File: src/sv/bgc_pkg.sv
// Shared types and constants of the button gesture classifier.
package bgc_pkg;

	// Configuration register width and register map
	localparam int CFG_W = 10;
	localparam int ADDR_W = 4;
	localparam int DATA_W = 32;

	typedef enum logic [1:0] {
		REG_DEBOUNCE   = 2'd0,
		REG_LONG_HOLD  = 2'd1,
		REG_VLONG_XTRA = 2'd2,
		REG_DBL_WINDOW = 2'd3
	} reg_idx_t;

	typedef struct packed {
		logic [CFG_W-1:0] debounce;
		logic [CFG_W-1:0] long_hold;
		logic [CFG_W-1:0] vlong_extra;
		logic [CFG_W-1:0] dbl_window;
	} cfg_t;

	localparam logic [CFG_W-1:0] RST_DEBOUNCE   = 10'd3;
	localparam logic [CFG_W-1:0] RST_LONG_HOLD  = 10'd50;
	localparam logic [CFG_W-1:0] RST_VLONG_XTRA = 10'd300;
	localparam logic [CFG_W-1:0] RST_DBL_WINDOW = 10'd50;

	// Per-button hold phase
	typedef enum logic [1:0] {
		PH_IDLE  = 2'd0,
		PH_UNDER = 2'd1,
		PH_LONG  = 2'd2,
		PH_VLONG = 2'd3
	} phase_t;

	// Gesture codes on the result port
	localparam int GEST_W = 3;
	typedef enum logic [GEST_W-1:0] {
		G_SHORT      = 3'd0,
		G_DOUBLE     = 3'd1,
		G_LONG_HOLD  = 3'd2,
		G_LONG_REL   = 3'd3,
		G_VLONG_HOLD = 3'd4,
		G_VLONG_REL  = 3'd5
	} gesture_t;

	// At most this many events leave per tick
	localparam int MAX_EVENTS = 6;
	localparam int EM_W = 3;

	// Event queue between front and back
	localparam int QDEPTH = 4;
	localparam int QPTR_W = 2;
	localparam int QCNT_W = 3;

endpackage

File: src/sv/bgc_regs.sv
// Configuration register file behind the APB-style port.
module bgc_regs
	import bgc_pkg::*;
(
	input  logic              clk,
	input  logic              arst_n,
	input  logic              psel,
	input  logic              penable,
	input  logic              pwrite,
	input  logic [ADDR_W-1:0] paddr,
	input  logic [DATA_W-1:0] pwdata,
	output logic [DATA_W-1:0] prdata,
	output logic              pready,
	output cfg_t              cfg
);

	cfg_t     cfg_q;
	reg_idx_t idx;
	logic     wr_en;

	assign pready = 1'b1;
	assign idx    = reg_idx_t'(paddr[3:2]);
	assign wr_en  = psel & penable & pwrite;
	assign cfg    = cfg_q;

	// Write the addressed register on the access cycle
	always_ff @(posedge clk or negedge arst_n) begin
		if (!arst_n) begin
			cfg_q.debounce    <= RST_DEBOUNCE;
			cfg_q.long_hold   <= RST_LONG_HOLD;
			cfg_q.vlong_extra <= RST_VLONG_XTRA;
			cfg_q.dbl_window  <= RST_DBL_WINDOW;
		end else if (wr_en) begin
			unique case (idx)
				REG_DEBOUNCE:   cfg_q.debounce    <= pwdata[CFG_W-1:0];
				REG_LONG_HOLD:  cfg_q.long_hold   <= pwdata[CFG_W-1:0];
				REG_VLONG_XTRA: cfg_q.vlong_extra <= pwdata[CFG_W-1:0];
				REG_DBL_WINDOW: cfg_q.dbl_window  <= pwdata[CFG_W-1:0];
				default: ;
			endcase
		end
	end

	// Return the addressed register
	always_comb begin
		unique case (idx)
			REG_DEBOUNCE:   prdata = DATA_W'(cfg_q.debounce);
			REG_LONG_HOLD:  prdata = DATA_W'(cfg_q.long_hold);
			REG_VLONG_XTRA: prdata = DATA_W'(cfg_q.vlong_extra);
			REG_DBL_WINDOW: prdata = DATA_W'(cfg_q.dbl_window);
			default:        prdata = '0;
		endcase
	end

endmodule

File: src/sv/bgc_front.sv
// Front end: takes one pin sample per tick, runs debounce and the per-button timers,
// and classifies the tick's events into slots.
module bgc_front
	import bgc_pkg::*;
#(
	parameter int NUM_BUTTONS = 3,
	parameter int COUNT_BITS  = 10
) (
	input  logic                              clk,
	input  logic                              arst_n,
	input  cfg_t                              cfg,
	input  logic                              pin_valid,
	output logic                              pin_stall,
	input  logic [NUM_BUTTONS-1:0]            pin_levels,
	input  logic                              q_full,
	output logic                              q_push,
	output logic [3*NUM_BUTTONS-1:0]          slot_vld,
	output logic [3*NUM_BUTTONS-1:0][GEST_W-1:0] slot_code
);

	localparam int NB = NUM_BUTTONS;
	localparam int CW = COUNT_BITS;

	logic [NB-1:0] prev_q, snap_q, deb_q;
	logic [CW-1:0] dcnt_q;
	phase_t        phase_q [NB];
	logic [CW-1:0] hcnt_q  [NB];
	logic [NB-1:0] pend_q;
	logic [CW-1:0] wcnt_q  [NB];

	logic [NB-1:0] snap_n, deb_n, pend_n, hfire, wfire, changed;
	logic [CW-1:0] dcnt_n;
	phase_t        ph_n [NB];
	logic [CW-1:0] hc_n [NB];
	logic [CW-1:0] wc_n [NB];
	logic          pin_edge, eval;
	logic          accept;

	// Countdown load value: a zero register loads one
	function automatic logic [CW-1:0] load_of(input logic [CFG_W-1:0] r);
		logic [CW-1:0] v;
		v = CW'(r);
		return (v == '0) ? CW'(1) : v;
	endfunction

	assign pin_stall = q_full;
	assign accept    = pin_valid & ~q_full;
	assign q_push    = accept & (|slot_vld);
	assign pin_edge  = (pin_levels != prev_q);

	// Next state and events of one tick
	always_comb begin
		snap_n    = snap_q;
		deb_n     = deb_q;
		dcnt_n    = dcnt_q;
		pend_n    = pend_q;
		eval      = 1'b0;
		changed   = '0;
		slot_vld  = '0;
		slot_code = '0;

		// Step down the active per-button countdowns
		for (int b = 0; b < NB; b++) begin
			ph_n[b]  = phase_q[b];
			hc_n[b]  = hcnt_q[b];
			wc_n[b]  = wcnt_q[b];
			hfire[b] = 1'b0;
			wfire[b] = 1'b0;
			if (hcnt_q[b] != '0) begin
				hc_n[b]  = hcnt_q[b] - CW'(1);
				hfire[b] = (hcnt_q[b] == CW'(1));
			end
			if (wcnt_q[b] != '0) begin
				wc_n[b]  = wcnt_q[b] - CW'(1);
				wfire[b] = (wcnt_q[b] == CW'(1));
			end
		end

		// Restart debounce on a pin edge, else count down to evaluation
		if (pin_edge) begin
			snap_n = pin_levels;
			dcnt_n = load_of(cfg.debounce);
		end else if (dcnt_q != '0) begin
			dcnt_n = dcnt_q - CW'(1);
			eval   = (dcnt_q == CW'(1));
		end

		if (eval) begin
			changed = (pin_levels ^ deb_q) & ~(pin_levels ^ snap_q);
			deb_n   = pin_levels;
		end

		// Push or release of each changed button
		for (int b = 0; b < NB; b++) begin
			if (changed[NB-1-b]) begin
				hc_n[b]  = '0;
				hfire[b] = 1'b0;
				if (!pin_levels[NB-1-b]) begin
					ph_n[b] = PH_UNDER;
					hc_n[b] = load_of(cfg.long_hold);
				end else begin
					case (phase_q[b])
						PH_UNDER: begin
							if (!pend_q[b]) begin
								pend_n[b] = 1'b1;
								wc_n[b]   = load_of(cfg.dbl_window);
							end else begin
								pend_n[b]    = 1'b0;
								wc_n[b]      = '0;
								wfire[b]     = 1'b0;
								slot_vld[b]  = 1'b1;
								slot_code[b] = G_DOUBLE;
							end
						end
						PH_LONG: begin
							slot_vld[b]  = 1'b1;
							slot_code[b] = G_LONG_REL;
						end
						PH_VLONG: begin
							slot_vld[b]  = 1'b1;
							slot_code[b] = G_VLONG_REL;
						end
						default: ;
					endcase
					ph_n[b] = PH_IDLE;
				end
			end
		end

		// Hold expiry, then window expiry, per button
		for (int b = 0; b < NB; b++) begin
			if (hfire[b]) begin
				if (ph_n[b] == PH_UNDER) begin
					ph_n[b]               = PH_LONG;
					hc_n[b]               = load_of(cfg.vlong_extra);
					slot_vld[NB+2*b]      = 1'b1;
					slot_code[NB+2*b]     = G_LONG_HOLD;
				end else if (ph_n[b] == PH_LONG) begin
					ph_n[b]               = PH_VLONG;
					slot_vld[NB+2*b]      = 1'b1;
					slot_code[NB+2*b]     = G_VLONG_HOLD;
				end
			end
			if (wfire[b]) begin
				pend_n[b]             = 1'b0;
				ph_n[b]               = PH_IDLE;
				wc_n[b]               = '0;
				slot_vld[NB+2*b+1]    = 1'b1;
				slot_code[NB+2*b+1]   = G_SHORT;
			end
		end
	end

	// Advance the state on each accepted tick
	always_ff @(posedge clk or negedge arst_n) begin
		if (!arst_n) begin
			prev_q <= '1;
			snap_q <= '1;
			deb_q  <= '1;
			dcnt_q <= '0;
			pend_q <= '0;
			for (int b = 0; b < NB; b++) begin
				phase_q[b] <= PH_IDLE;
				hcnt_q[b]  <= '0;
				wcnt_q[b]  <= '0;
			end
		end else if (accept) begin
			prev_q <= pin_levels;
			snap_q <= snap_n;
			deb_q  <= deb_n;
			dcnt_q <= dcnt_n;
			pend_q <= pend_n;
			for (int b = 0; b < NB; b++) begin
				phase_q[b] <= ph_n[b];
				hcnt_q[b]  <= hc_n[b];
				wcnt_q[b]  <= wc_n[b];
			end
		end
	end

	// A pin edge always leaves the debounce countdown running
	a_edge_arms: assert property (@(posedge clk) disable iff (!arst_n)
		accept && pin_edge |=> dcnt_q != '0)
		else $error("debounce countdown idle after a pin edge");

endmodule

File: src/sv/bgc_fifo.sv
// Short queue of classified ticks between front and back.
module bgc_fifo
	import bgc_pkg::*;
#(
	parameter int WIDTH = 36
) (
	input  logic             clk,
	input  logic             arst_n,
	input  logic             push,
	input  logic [WIDTH-1:0] wdata,
	input  logic             pop,
	output logic [WIDTH-1:0] rdata,
	output logic             full,
	output logic             empty
);

	logic [WIDTH-1:0]  mem_q [QDEPTH];
	logic [QPTR_W-1:0] wptr_q, rptr_q;
	logic [QCNT_W-1:0] cnt_q;

	assign full  = (cnt_q == QCNT_W'(QDEPTH));
	assign empty = (cnt_q == '0);
	assign rdata = mem_q[rptr_q];

	// Store pushed entries
	always_ff @(posedge clk) begin
		if (push) begin
			mem_q[wptr_q] <= wdata;
		end
	end

	// Advance pointers and fill count
	always_ff @(posedge clk or negedge arst_n) begin
		if (!arst_n) begin
			wptr_q <= '0;
			rptr_q <= '0;
			cnt_q  <= '0;
		end else begin
			if (push) begin
				wptr_q <= wptr_q + QPTR_W'(1);
			end
			if (pop) begin
				rptr_q <= rptr_q + QPTR_W'(1);
			end
			if (push && !pop) begin
				cnt_q <= cnt_q + QCNT_W'(1);
			end else if (pop && !push) begin
				cnt_q <= cnt_q - QCNT_W'(1);
			end
		end
	end

	a_no_overflow: assert property (@(posedge clk) disable iff (!arst_n)
		push |-> !full)
		else $error("push into a full event queue");

	a_no_underflow: assert property (@(posedge clk) disable iff (!arst_n)
		pop |-> !empty)
		else $error("pop from an empty event queue");

endmodule

File: src/sv/bgc_back.sv
// Back end: drains one queued tick at a time and sends its events one per cycle while event_stall is low.
module bgc_back
	import bgc_pkg::*;
#(
	parameter int NUM_BUTTONS = 3,
	parameter int BTN_W       = 2
) (
	input  logic                                 clk,
	input  logic                                 arst_n,
	input  logic                                 q_empty,
	input  logic [3*NUM_BUTTONS-1:0]             q_vld,
	input  logic [3*NUM_BUTTONS-1:0][GEST_W-1:0] q_code,
	output logic                                 q_pop,
	output logic                                 event_valid,
	input  logic                                 event_stall,
	output logic [BTN_W-1:0]                     button,
	output logic [GEST_W-1:0]                    gesture,
	output logic                                 last_of_tick
);

	localparam int NB = NUM_BUTTONS;
	localparam int NS = 3 * NUM_BUTTONS;

	logic [NS-1:0]             cur_vld_q;
	logic [NS-1:0][GEST_W-1:0] cur_code_q;
	logic                      busy_q;
	logic [EM_W-1:0]           em_q;
	logic                      out_vld_q;
	logic [BTN_W-1:0]          btn_q;
	gesture_t                  gest_q;
	logic                      last_q;

	logic [NS-1:0]     sel_onehot, rem;
	logic [BTN_W-1:0]  sel_btn;
	logic [GEST_W-1:0] sel_code;
	logic              found, out_free, send, is_last;

	assign event_valid  = out_vld_q;
	assign button       = btn_q;
	assign gesture      = gest_q;
	assign last_of_tick = last_q;

	assign out_free = ~out_vld_q | ~event_stall;
	assign q_pop    = ~busy_q & ~q_empty;
	assign send     = busy_q & out_free;

	// Pick the earliest pending event slot of the current tick
	always_comb begin
		found      = 1'b0;
		sel_onehot = '0;
		sel_btn    = '0;
		sel_code   = '0;
		for (int i = 0; i < NS; i++) begin
			if (cur_vld_q[i] && !found) begin
				found         = 1'b1;
				sel_onehot[i] = 1'b1;
				sel_btn       = (i < NB) ? BTN_W'(i) : BTN_W'((i - NB) >> 1);
				sel_code      = cur_code_q[i];
			end
		end
		rem     = cur_vld_q & ~sel_onehot;
		is_last = (rem == '0) || (em_q == EM_W'(MAX_EVENTS - 1));
	end

	// Load a tick from the queue and step through its events
	always_ff @(posedge clk or negedge arst_n) begin
		if (!arst_n) begin
			busy_q    <= 1'b0;
			em_q      <= '0;
			cur_vld_q <= '0;
			out_vld_q <= 1'b0;
		end else begin
			if (q_pop) begin
				busy_q    <= 1'b1;
				em_q      <= '0;
				cur_vld_q <= q_vld;
			end else if (send) begin
				cur_vld_q <= rem;
				if (is_last) begin
					busy_q <= 1'b0;
					em_q   <= '0;
				end else begin
					em_q <= em_q + EM_W'(1);
				end
			end
			if (send) begin
				out_vld_q <= 1'b1;
			end else if (out_free) begin
				out_vld_q <= 1'b0;
			end
		end
	end

	// Hold the tick payload and the output transaction
	always_ff @(posedge clk) begin
		if (q_pop) begin
			cur_code_q <= q_code;
		end
		if (send) begin
			btn_q  <= sel_btn;
			gest_q <= gesture_t'(sel_code);
			last_q <= is_last;
		end
	end

	a_em_bound: assert property (@(posedge clk) disable iff (!arst_n)
		busy_q |-> em_q < EM_W'(MAX_EVENTS))
		else $error("too many events sent for one tick");

	a_busy_has_work: assert property (@(posedge clk) disable iff (!arst_n)
		busy_q |-> cur_vld_q != '0)
		else $error("busy with no pending event slot");

	a_idle_count: assert property (@(posedge clk) disable iff (!arst_n)
		!busy_q |-> em_q == '0)
		else $error("event count not cleared between ticks");

endmodule

File: src/sv/button_gesture_classifier.sv
// Top level of the button gesture classifier.
// One pin sample (active low, one bit per button, center button on the highest bit) is
// taken per tick on the pin channel; a tick is accepted in every cycle while the
// four-entry event queue has room, so pin_stall rises only when the queue is full.
// The front part does debounce, hold timing and double-click timing for a tick
// and queues the tick's events; the back part sends them on the event channel one
// per cycle while event_stall is low, at most six per tick, the final one flagged by
// last_of_tick, and starts no new event while it loads a tick from the queue. Ticks
// without events never enter the queue. Timer registers are in ticks at byte
// addresses 0, 4, 8 and 12; a register holding zero acts as one.
module button_gesture_classifier
	import bgc_pkg::*;
#(
	parameter int NUM_BUTTONS = 3,
	parameter int COUNT_BITS  = 10
) (
	input  logic                   clk,
	input  logic                   arst_n,
	input  logic                   psel,
	input  logic                   penable,
	input  logic                   pwrite,
	input  logic [ADDR_W-1:0]      paddr,
	input  logic [DATA_W-1:0]      pwdata,
	output logic [DATA_W-1:0]      prdata,
	output logic                   pready,
	input  logic                   pin_valid,
	output logic                   pin_stall,
	input  logic [NUM_BUTTONS-1:0] pin_levels,
	output logic                   event_valid,
	input  logic                   event_stall,
	output logic [((NUM_BUTTONS > 1) ? $clog2(NUM_BUTTONS) : 1)-1:0] button,
	output logic [GEST_W-1:0]      gesture,
	output logic                   last_of_tick
);

	localparam int BTN_W = (NUM_BUTTONS > 1) ? $clog2(NUM_BUTTONS) : 1;
	localparam int NS    = 3 * NUM_BUTTONS;
	localparam int QW    = NS * (GEST_W + 1);

	cfg_t                      cfg;
	logic                      q_push, q_pop, q_full, q_empty;
	logic [NS-1:0]             f_vld, b_vld;
	logic [NS-1:0][GEST_W-1:0] f_code, b_code;
	logic [QW-1:0]             q_rdata;

	assign b_vld  = q_rdata[QW-1 -: NS];
	assign b_code = q_rdata[NS*GEST_W-1:0];

	bgc_regs u_regs (
		.clk     (clk),
		.arst_n  (arst_n),
		.psel    (psel),
		.penable (penable),
		.pwrite  (pwrite),
		.paddr   (paddr),
		.pwdata  (pwdata),
		.prdata  (prdata),
		.pready  (pready),
		.cfg     (cfg)
	);

	bgc_front #(
		.NUM_BUTTONS (NUM_BUTTONS),
		.COUNT_BITS  (COUNT_BITS)
	) u_front (
		.clk        (clk),
		.arst_n     (arst_n),
		.cfg        (cfg),
		.pin_valid  (pin_valid),
		.pin_stall  (pin_stall),
		.pin_levels (pin_levels),
		.q_full     (q_full),
		.q_push     (q_push),
		.slot_vld   (f_vld),
		.slot_code  (f_code)
	);

	bgc_fifo #(
		.WIDTH (QW)
	) u_fifo (
		.clk    (clk),
		.arst_n (arst_n),
		.push   (q_push),
		.wdata  ({f_vld, f_code}),
		.pop    (q_pop),
		.rdata  (q_rdata),
		.full   (q_full),
		.empty  (q_empty)
	);

	bgc_back #(
		.NUM_BUTTONS (NUM_BUTTONS),
		.BTN_W       (BTN_W)
	) u_back (
		.clk          (clk),
		.arst_n       (arst_n),
		.q_empty      (q_empty),
		.q_vld        (b_vld),
		.q_code       (b_code),
		.q_pop        (q_pop),
		.event_valid  (event_valid),
		.event_stall  (event_stall),
		.button       (button),
		.gesture      (gesture),
		.last_of_tick (last_of_tick)
	);

endmodule
File: config.mk
export PLATFORM = sky130hd
export DESIGN_NAME = button_gesture_classifier
export DESIGN_NICKNAME = d
export VERILOG_FILES = /design/src/sv/bgc_pkg.sv /design/src/sv/bgc_regs.sv /design/src/sv/bgc_front.sv /design/src/sv/bgc_fifo.sv /design/src/sv/bgc_back.sv /design/src/sv/button_gesture_classifier.sv
export SDC_FILE = /design/constraint.sdc
export NUM_CORES = 1
export LEC_CHECK = 0
export BUFFER_PORTS_ARGS = -buffer_cell sky130_fd_sc_hd__buf_2
export CAP_MARGIN = 5
export CORE_MARGIN = 2
export CORE_UTILIZATION = 40
export DETAILED_ROUTE_END_ITERATION = 10
export GPL_TIMING_DRIVEN = 0
export PLACE_DENSITY = 0.52
export SETUP_SLACK_MARGIN = 0.15
export SYNTH_ARGS = -nofsm -noshare
export SYNTH_HDL_FRONTEND = slang
export SYNTH_HIERARCHICAL = 1
export SYNTH_SLANG_ARGS = --single-unit
File: constraint.sdc
create_clock -name clk -period 5.93 [get_ports clk]
set_input_delay 1.4825 -clock clk [delete_from_list [all_inputs] [get_ports clk]]
set_output_delay 1.4825 -clock clk [all_outputs]
set_load 0.03 [all_outputs]
==> key figures <==
Min path
  – Hold path endpoint: u_front/prev_q[1]
  – Hold Path Origin: u_front/prev_q[1]
  – Hold Crit Depth: 2
  – Hold Crit Class: reg -> reg

Placement
  – Final HPWL DP: 32.4 mm
  – Worst slack, placed: -244 ps
  – Placed insts: 2030
  – GP Congestion: 0.907
  – Port Buffers: 38

Logic synthesis
  – Unique masters post-synth: just over 90
  – Post-synth EDFFs: 177
  – Post-Synth Adder-Cell Area: 2.43%
  – XOR/XNOR Fraction of Synth Area: 0.968%
  – Compound-cell area share of the yosys netlist: about an eighth
  – Synthesized cell area: ~17000 um^2
  – Post-synth ARST share: 45.7%
  – Largest family of logic cells by synthesized area: simple AND/OR/NAND/NOR gates
  – Ranking of synthesized cells by area: edfxtp_1, dfrtp_1, mux4_2
  – Synth Flop Type: edfxtp_1
  – Synth warn: 6
  – Most instantiated library cell after synthesis: edfxtp_1
  – Seq cells post-synth: 326
  – Simple-gate share of the synthesized area: between 10 and 15%
  – Sequential area share after synthesis: between 50% and 60%
  – Mux cell area share after synthesis: 10.8%
  – Top cells by count, synth: edfxtp_1, dfrtp_1, nand2_1
  – Share of the synthesized area in the top cell type: between 30% and 40%
  – Yosys top cell by area: edfxtp_1
  – Syn avg cell area: 11.9 um^2
  – Synth Instances: approximately 1.4k

Detailed routing
  – Drt wl/cell: approximately 22 um
  – DRT antenna net count: 0
  – Via count: between 10k and 15k
  – DRC: 0
  – Drt pass-1 iters: 5
  – Vias per inst: 5.70
  – Initial DRC Count: 875
  – WL final: 46.3 mm

Timing
  – Period utilization: 89.6%
  – Final Max Tran Viols: 0
  – # setup viols final: 0
  – Setup repair after global routing missed its margin: no
  – Worst-margin pin slew: 968 ps
  – Final setup skew: ~23 ps
  – Hold Slack: 481 ps
  – Fin crit period: 5310 ps
  – FMAX: 0.188 GHz
  – Setup WS post-layout: a little over 600 ps
  – Final Hold Vio Count: 0
  – Final TNS setup: 0 ps
  – Max_slew headroom: 35.5%

Global routing
  – Gr ovfl total: 0
  – Tot GR Track Use: 21.3%
  – Vias in the first global route: 11.7k
  – Initial antenna violation count: 1
  – Largest net degree at the start of global routing: 90
  – First-pass GRT wire length: 71.4 mm

Critical path
  – Critical Path Fanout Max: 8
  – Worst reg-to-reg setup slack: 790 ps
  – Worst Path Buf+Inv: 2
  – Crit. End Element: flop
  – Critical R2R Launch: u_front/dcnt_q[0]
  – Worst R2R Path Depth: 16
  – CP Cell Sequence: buf_2, xnor2_2, nand3_1, nor3_2, a211o_1, ha_1, nor3_1, nor2_1, a31oi_1, ha_1, inv_1, fa_1, xor2_1, nor2_1, xor2_1
  – Crit path launch type: input port
  – CP max stage cell: a31oi_1
  – WP data arrival: 5790 ps
  – Delay of the slowest critical-path stage: 620 ps
  – R2r endpoint: u_fifo/cnt_q[2]
  – Critical path's top delay family: simple AND/OR/NAND/NOR gates
  – Crit path required time: 6400 ps
  – Setup CP Type: in -> reg

Floorplan
  – Core area: 41700 um^2
  – IO Pins: 87
  – Die area: about 44000 um^2
  – Rows: between 70 and 80
  – Chip height: about 210 um
  – Starting Density: 40.3%
  – Die extent in x: ~210 um

Run status
  – Outcome: complete, no violations

Job
  – Max-Cap Viols: 0

Clock tree
  – Cts hold-fix bufs: 0
  – CTS max path bufs: 3
  – TritonCTS clock tree: built
  – Worst-path clk slew: 50 ps
  – CTS sink count: 326
  – Clock Root Buffer: clkbuf_16
  – H-tree lvl count: 2
  – CTS Buf Count: 39
  – Worst skew pair latency: 560 ps

Layout
  – Register area: approximately 9000 um^2
  – Fraction of layout cells with a size suffix above 1: around a fifth
  – Area delta synth->final: 14.3%
  – FILL cells: 3863
  – Area of the multi-input gates: 7070 um^2
  – Final cell count without fillers: approximately 2.1k
  – Final nets: 1610

Power and ir drop
  – Leak: 7.18 nW
  – Power per cell area: 474 nW/um^2
  – Tot Pwr: 9.11 mW
  – VDD IR max: about 210 uV
-- layout by cell type (no fill, tap or decap), types with 39 or more instances in the layout --
cell type,synthesis,final
edfxtp_1,177,177
dfrtp_1,128,128
nand2_1,109,109
nor2_1,83,83
a21oi_1,83,83
o21ai_0,79,79
nor3_1,64,63
buf_2,20,57
mux4_2,46,46
nand3_1,41,41
inv_1,41,41
buf_4,41,41
clkbuf_16,0,39
-- sequential cells by signal, summed over array words and instances (netlist names), 6 cells and up --
name,cells
u_back/cur_code_q,27
u_back/cur_vld_q,9
u_fifo/mem_q,144
u_front/dcnt_q,10
u_front/hcnt_q,30
u_front/phase_q,6
u_front/wcnt_q,30
u_regs/cfg,40
-- per-layer routing --
layer  part of all wire [%]  global-route usage, %
met5                      0                      0
met4                    2.6                   6.50
met3                    4.8                   3.53
met2                     48                   34.7
met1                     45                   29.4
-- tightest hold or removal path: stages, from the launching register on --
cell	delay, ps
dfstp_2	380
nand2_1	50
nand2_1	50
-- power by group --
part / switching, mW / internal, mW
registers: 0.586 / 3.01
clock network: 0.971 / 1.42
logic: 1.81 / 1.31
-- cell families (layout without fill, tap and decap cells) --
family                   count (synthesis)  after routing
AO/OA/AOI/OAI                          328            328
XOR/XNOR                                16             16
adder cells (fa/ha/maj)                 32             32
buffers and inverters                  141            255
flip-flops                             326            326
multiplexers                           115            115
other                                    3             36
AND/OR/NAND/NOR                        455            455
-- final cells by class --
| class | count | share of cell area (%) |
|---|---|---|
| diodes | 1 | 0.0130 |
| multi-input cells | 981 | 36.8 |
| flip-flops and latches | 326 | 47.2 |
| inverters | 42 | 0.821 |
| clock buffers | 50 | 5.40 |
| clock inverters | 21 | 1.30 |
| well taps | 539 | 3.51 |
| plain buffers | 99 | 3.35 |
| repair buffers | 43 | 1.60 |
-- through the flow --
step,area (um^2),util [%]
2_1_floorplan,16900,-
3_3_place_gp,17800,42.7
3_5_place_dp,17900,43.0
4_1_cts,19200,46.1
5_1_grt,19200,46.1
6_report,19200,46.1
-- repair_timing --
action / CTS / global route
buffers inserted: 0 / 0
resized for setup: 0 / 1
endpoints found under the setup margin: 0 / 50
-- worst max-delay path by stage --
stage	startpoint	end	slack [ps]	depth (start not counted)
4_1_cts	pin_levels[1]	u_fifo/cnt_q[2]	300	15
5_1_grt	pin_levels[1]	u_fifo/cnt_q[2]	260	15
3_3_place_gp	pin_levels[1]	u_fifo/mem_q[0][12]	-1080	10
2_1_floorplan	pin_levels[2]	u_fifo/mem_q[0][0]	800	10
3_5_place_dp	pin_levels[1]	u_fifo/cnt_q[2]	-240	15
6_report	pin_levels[1]	u_fifo/cnt_q[2]	620	15
Power figures use the tool's default switching activity.
